--- config.mk ---
export PLATFORM = sky130hd
export DESIGN_NAME = gbu_ctrl
export DESIGN_NICKNAME = d
export VERILOG_FILES = /design/src/hw/rtl/gbu_pkg.sv /design/src/hw/rtl/gbu_ctrl.sv
export SDC_FILE = /design/constraint.sdc
export NUM_CORES = 1
export LEC_CHECK = 0
export BUFFER_PORTS_ARGS = -buffer_cell sky130_fd_sc_hd__buf_2
export CAP_MARGIN = 20
export CELL_PAD_IN_SITES_DETAIL_PLACEMENT = 0
export CELL_PAD_IN_SITES_GLOBAL_PLACEMENT = 1
export CORE_ASPECT_RATIO = 1.2
export CORE_MARGIN = 2
export CORE_UTILIZATION = 28
export CTS_BUF_LIST = sky130_fd_sc_hd__clkbuf_4 sky130_fd_sc_hd__clkbuf_8 sky130_fd_sc_hd__clkbuf_16
export CTS_CLUSTER_DIAMETER = 80
export DETAILED_ROUTE_END_ITERATION = 8
export PLACE_DENSITY = 0.8
export SETUP_SLACK_MARGIN = 0.15
export SLEW_MARGIN = 10
export SYNTH_ARGS = -nofsm -noshare
export SYNTH_HDL_FRONTEND = slang
export SYNTH_SLANG_ARGS = --single-unit
--- constraint.sdc ---
create_clock -name clock -period 1.9 [get_ports clock]
set_clock_uncertainty 0.05 [all_clocks]
set_input_delay 0.095 -clock clock [delete_from_list [all_inputs] [get_ports clock]]
set_output_delay 0.095 -clock clock [all_outputs]
set_load 0.01 [all_outputs]
--- src/hw/rtl/gbu_pkg.sv ---
// shared constants, types and command and status structs of the gmm background pixel update
package gbu_pkg;

   localparam int PIXEL_COUNT = 131072;
   localparam int MAX_KEPT    = 4;
   localparam int SLOTS       = MAX_KEPT + 1;
   localparam int PIX_W       = 17;
   localparam int IDX_W       = $clog2(PIXEL_COUNT);
   localparam int CNT_W       = 3;
   localparam int IX_W        = $clog2(SLOTS);

   localparam logic [16:0] ONE_Q16 = 17'h10000;

   // serial divider geometry
   localparam int DIV_NUM_W = 35;
   localparam int DIV_DEN_W = 21;
   localparam int DIV_Q_W   = 17;
   localparam int DIV_CNT_W = $clog2(DIV_Q_W + 1);

   typedef enum logic [2:0] {
      CSR_LEARNING_RATE,
      CSR_COMPLEXITY_PRIOR,
      CSR_INITIAL_SIGMA,
      CSR_FOREGROUND_FRACTION,
      CSR_SIGMA_FLOOR,
      CSR_SIGMA_CEILING,
      CSR_MATCH_SCALE,
      CSR_BG_SCALE
   } csr_index_type;

   typedef enum logic [0:0] {
      REQ_SEED   = 1'b0,
      REQ_UPDATE = 1'b1
   } req_kind_type;

   typedef struct packed {
      logic [16:0] weight;
      logic [12:0] sigma;
      logic [47:0] means;
   } slot_type;

   typedef struct packed {
      logic [17:0] weight;
      logic [12:0] sigma;
      logic [47:0] means;
   } work_type;

   typedef struct packed {
      slot_type [SLOTS-1:0] slot;
      logic [CNT_W-1:0]     count;
   } row_type;

   typedef enum logic [3:0] {
      ST_IDLE,
      ST_DECODE,
      ST_LOAD,
      ST_COMP,
      ST_MUL2,
      ST_EVAL,
      ST_RHO,
      ST_AMUL,
      ST_ASUM,
      ST_KEEP,
      ST_NORM_CHK,
      ST_NORM_WAIT,
      ST_BUB,
      ST_BUB_STEP,
      ST_WRITE,
      ST_FINISH
   } state_type;

   typedef struct packed {
      logic load_req;
      logic seed_wr;
      logic mem_rd;
      logic load_row;
      logic mul1;
      logic mul2;
      logic eval;
      logic rho_cap;
      logic amul;
      logic asum;
      logic keep;
      logic add_new;
      logic norm_start;
      logic norm_wr;
      logic bub_load;
      logic bub_step;
      logic mem_wr;
      logic rsp_load;
   } cmd_type;

   typedef struct packed {
      logic seed;
      logic out_range;
      logic comp_end;
      logic hit;
      logic rho_div;
      logic div_done;
      logic matched;
      logic norm_skip;
      logic norm_end;
      logic bub_skip;
      logic bub_move;
      logic rsp_free;
   } status_type;

endpackage

--- src/hw/rtl/gbu_ctrl.sv ---
// sequencing state machine for the pixel update
module gbu_ctrl import gbu_pkg::*; (
   input  logic       clock,
   input  logic       reset,
   input  logic       req_valid,
   output logic       req_stall,
   input  status_type status,
   output cmd_type    cmd
);

   state_type state_ff, state_in;

   always_ff @(posedge clock) begin
      if (reset) begin
         state_ff <= ST_IDLE;
      end else begin
         state_ff <= state_in;
      end
   end

   always_comb begin
      state_in  = state_ff;
      cmd       = '0;
      req_stall = state_ff != ST_IDLE;
      unique case (state_ff)
         ST_IDLE: begin
            if (req_valid) begin
               cmd.load_req = 1'b1;
               state_in     = ST_DECODE;
            end
         end
         ST_DECODE: begin
            if (status.out_range) begin
               state_in = ST_FINISH;
            end else if (status.seed) begin
               cmd.seed_wr = 1'b1;
               state_in    = ST_FINISH;
            end else begin
               cmd.mem_rd = 1'b1;
               state_in   = ST_LOAD;
            end
         end
         ST_LOAD: begin
            cmd.load_row = 1'b1;
            state_in     = ST_COMP;
         end
         ST_COMP: begin
            if (status.comp_end) begin
               // nothing matched: the sample opens a component of its own
               cmd.add_new = !status.matched;
               state_in    = ST_NORM_CHK;
            end else begin
               cmd.mul1 = 1'b1;
               state_in = ST_MUL2;
            end
         end
         ST_MUL2: begin
            cmd.mul2 = 1'b1;
            state_in = ST_EVAL;
         end
         ST_EVAL: begin
            cmd.eval = 1'b1;
            state_in = ST_RHO;
         end
         ST_RHO: begin
            if (!status.hit) begin
               state_in = ST_KEEP;
            end else if (!status.rho_div) begin
               state_in = ST_AMUL;
            end else if (status.div_done) begin
               cmd.rho_cap = 1'b1;
               state_in    = ST_AMUL;
            end
         end
         ST_AMUL: begin
            cmd.amul = 1'b1;
            state_in = ST_ASUM;
         end
         ST_ASUM: begin
            cmd.asum = 1'b1;
            state_in = ST_KEEP;
         end
         ST_KEEP: begin
            cmd.keep = 1'b1;
            state_in = ST_COMP;
         end
         ST_NORM_CHK: begin
            if (status.norm_skip || status.norm_end) begin
               state_in = ST_BUB;
            end else begin
               cmd.norm_start = 1'b1;
               state_in       = ST_NORM_WAIT;
            end
         end
         ST_NORM_WAIT: begin
            if (status.div_done) begin
               cmd.norm_wr = 1'b1;
               state_in    = ST_NORM_CHK;
            end
         end
         ST_BUB: begin
            if (status.bub_skip) begin
               state_in = ST_WRITE;
            end else begin
               cmd.bub_load = 1'b1;
               state_in     = ST_BUB_STEP;
            end
         end
         ST_BUB_STEP: begin
            cmd.bub_step = 1'b1;
            if (!status.bub_move) state_in = ST_WRITE;
         end
         ST_WRITE: begin
            cmd.mem_wr = 1'b1;
            state_in   = ST_FINISH;
         end
         ST_FINISH: begin
            if (status.rsp_free) begin
               cmd.rsp_load = 1'b1;
               state_in     = ST_IDLE;
            end
         end
      endcase
   end

endmodule

==> results by group <==
Status
  – Outcome: completed

Worst setup path
  – Top delay family on crit path: simple AND/OR/NAND/NOR gates
  – R2R Path Start: state_ff[0]
  – Worst-case reg-to-reg path depth: 4
  – Element type at the critical path start: flop
  – WP buf/inv: 0
  – Crit path capture type: flop
  – Worst R2R End: state_ff[1]
  – FF-to-FF setup slack: 330 ps
  – Crit Path Class: reg -> reg
  – Crit-path max cell delay: 560 ps
  – CP arrival: 1670 ps
  – Critical path's slowest cell: or4_4
  – Worst-path cell chain: or4_4 > o22ai_4 > nor2_1 > a311oi_2
  – Worst EP required: 2000 ps
  – CP Max Fanout: 6

Yosys
  – Synth top area cells: dfxtp_1, nor2_1, nor3_1
  – FFs w/ async S/R, synth: 0%
  – Synth unique cells: 36
  – Syn_area_per_cell: 6.720 µm²
  – Synthesized area: 598.1 µm²
  – Synth warn: 0
  – Post-synth top cells: nor2_1, nor3_1, nand2_1, o21ai_0, clkbuf_1
  – Post-synth top area share: 13.39%
  – Count of flip-flops with a built-in enable after synthesis: 0
  – Dominant synthesized flop cell: dfxtp_1
  – Post-synthesis sequential area ratio: 13.39%
  – Cells after Synth: 89
  – Synthesized flop and latch total: 4
  – Post-synthesis net count: 104
  – Cell taking the most area after synthesis: dfxtp_1
  – Top-count cell post-synth: nor2_1

GRT
  – Global route hottest layer: met2
  – Met2 usage: 26.39%
  – Gr usage total: 14.91%
  – Vias in the first global route: 645
  – Grt met1 use: 17.61%
  – First-pass GRT wire length: 2.718 mm
  – M3 GR Usage: 0.3300%
  – Initial antenna violation count: 0
  – Pin count of the biggest net entering global routing: 19
  – Grt total ovfl: 0

Cells and area
  – # fillers: 224
  – Non-filler cells, final: 151
  – Nets: 138
  – Top reg by flops: state_ff
  – Multi-input gate area: 473.0 µm²
  – Largest registers: state_ff (4)
  – Area Growth Syn to Fin: 37.24%
  – Max reg flops: 4
  – Fraction of layout instances using a drive strength above 1: 42.15%
  – Antenna cells: 0
  – FF+latch area: 81.33 µm²

Timing
  – Slew of the pin with the lowest slew margin: 376.7 ps
  – Slew HR: 74.88%
  – Fin Setup TNS: 0 ps
  – Max Freq: 636.2 MHz
  – Endpoints failing setup: 0
  – Final worst-path cycle share: 82.72%
  – Final setup margin: 328.3 ps
  – Period minus WS final: 1572 ps
  – Slew Limit Fails: 0
  – Final hold violation count: 0
  – Fin Hold WS: 17.89 ps
  – RSZ-0062 raised after global routing: false

Clocking
  – Clock Latency Late Sink: 240 ps
  – H-tree levels: 1
  – Postcts setup bufs: 0
  – CTS tree: yes
  – TritonCTS Buffers: 3
  – Worst-path clk slew: 40 ps
  – # hold bufs at CTS: 0
  – Post-cts gate resize count: 0
  – CTS max path bufs: 2
  – Root Buffer: clkbuf_4
  – Clock sink count: 4

Min path
  – Hold Path Sink: state_ff[2]
  – Worst hold path type: in -> reg
  – Min-delay src: reset
  – Hold path cells: 2

Power
  – PD cells: 1174 mW/mm²
  – Peak VDD IR: 433.9 µV
  – Leak: 0.3780 nW

Drt
  – Via/cell ratio: 5.086
  – DR iter-0 viols: 10
  – Antenna viol nets, final: 0
  – First-pass DRT Iterations: 4
  – Vias: 768
  – Drt total wl: 1.800 mm
  – Routed length per instance: 11.92 µm
  – Residual DRC: 0

Floorplan
  – Starting Density: 29.18%
  – Die Width: 46.19 µm
  – Area of the core: 0.002049 mm²
  – Num rows: 18
  – Die H: 54.63 µm
  – Die area: 0.002523 mm²
  – I/O pins: 34

Placement
  – Placer Congestion: 0.8163
  – Dpl ws: 316.7 ps
  – IO buf count: 33
  – Placed Cells: 148
  – Post-DP HPWL: 1.429 mm

Run
  – Maxcap violations: 0
==> stage by stage <==
stage          power, mW  cell area (µm²)  utilization (%)
2_1_floorplan     0.6660            598.1                -
3_3_place_gp      0.8466            797.0            38.89
3_5_place_dp      0.8517            797.0            38.89
4_1_cts           0.9617            819.5            39.99
5_1_grt            1.047            820.8            40.05
6_report          0.9640            820.8            40.05
==> cells by family after synthesis <==
kind of cell | count (synthesis) | share of synthesized area [%]
and+or+nand+nor | 51 | 45.40
AOI/OAI and AO/OA | 22 | 32.22
buffers and inverters | 11 | 7.531
DFF | 4 | 13.39
xor gates and xnor gates | 1 | 1.465
==> layout make-up <==
| type | instances | area share (%) |
|---|---|---|
| inverter | 3 | 1.372 |
| multi-input combinational | 74 | 57.62 |
| clock buffer | 3 | 2.744 |
| tap | 30 | 4.573 |
| timing repair buffer | 37 | 23.78 |
| sequential | 4 | 9.909 |
==> layout by cell type (no fill, tap or decap), drive strengths merged, types with 2 or more instances in the layout <==
cell type,n
o21ai,6
nand2b,4
nor4b,2
nand2,6
nand4,2
o32ai,3
clkbuf,3
nor2,15
nand3,2
and3,2
dfxtp,4
o21ba,2
a22oi,2
buf,37
or2,2
nor2b,3
inv,3
nor3,8
==> worst register-to-register path, cell delays in order, from the launching register on <==
cell	delay [ps]
dfxtp_1	360
or4_4	560
o22ai_4	220
nor2_1	90
a311oi_2	210
==> layer usage <==
metal,up-vias,part of all wire (%)
li1,391,-
met1,349,42
met2,26,53
met4,0,0.78
met3,2,4.4
met5,-,0
==> power breakdown <==
group	switching [mW]	internal, mW
logic	0.381	0.293
clock network	0.0367	0.0708
registers	0.0643	0.118
total	0.482	0.482
==> worst max-delay path by stage <==
stage,start,end,depth (start not counted)
finish,state_ff[0],state_ff[1],4
global placement,state_ff[0],state_ff[2],4
CTS,state_ff[2],cmd[3],4
detailed placement,state_ff[2],state_ff[1],4
floorplan,state_ff[0],state_ff[1],4
global route,state_ff[1],cmd[1],4
Power figures use the tool's default switching activity.
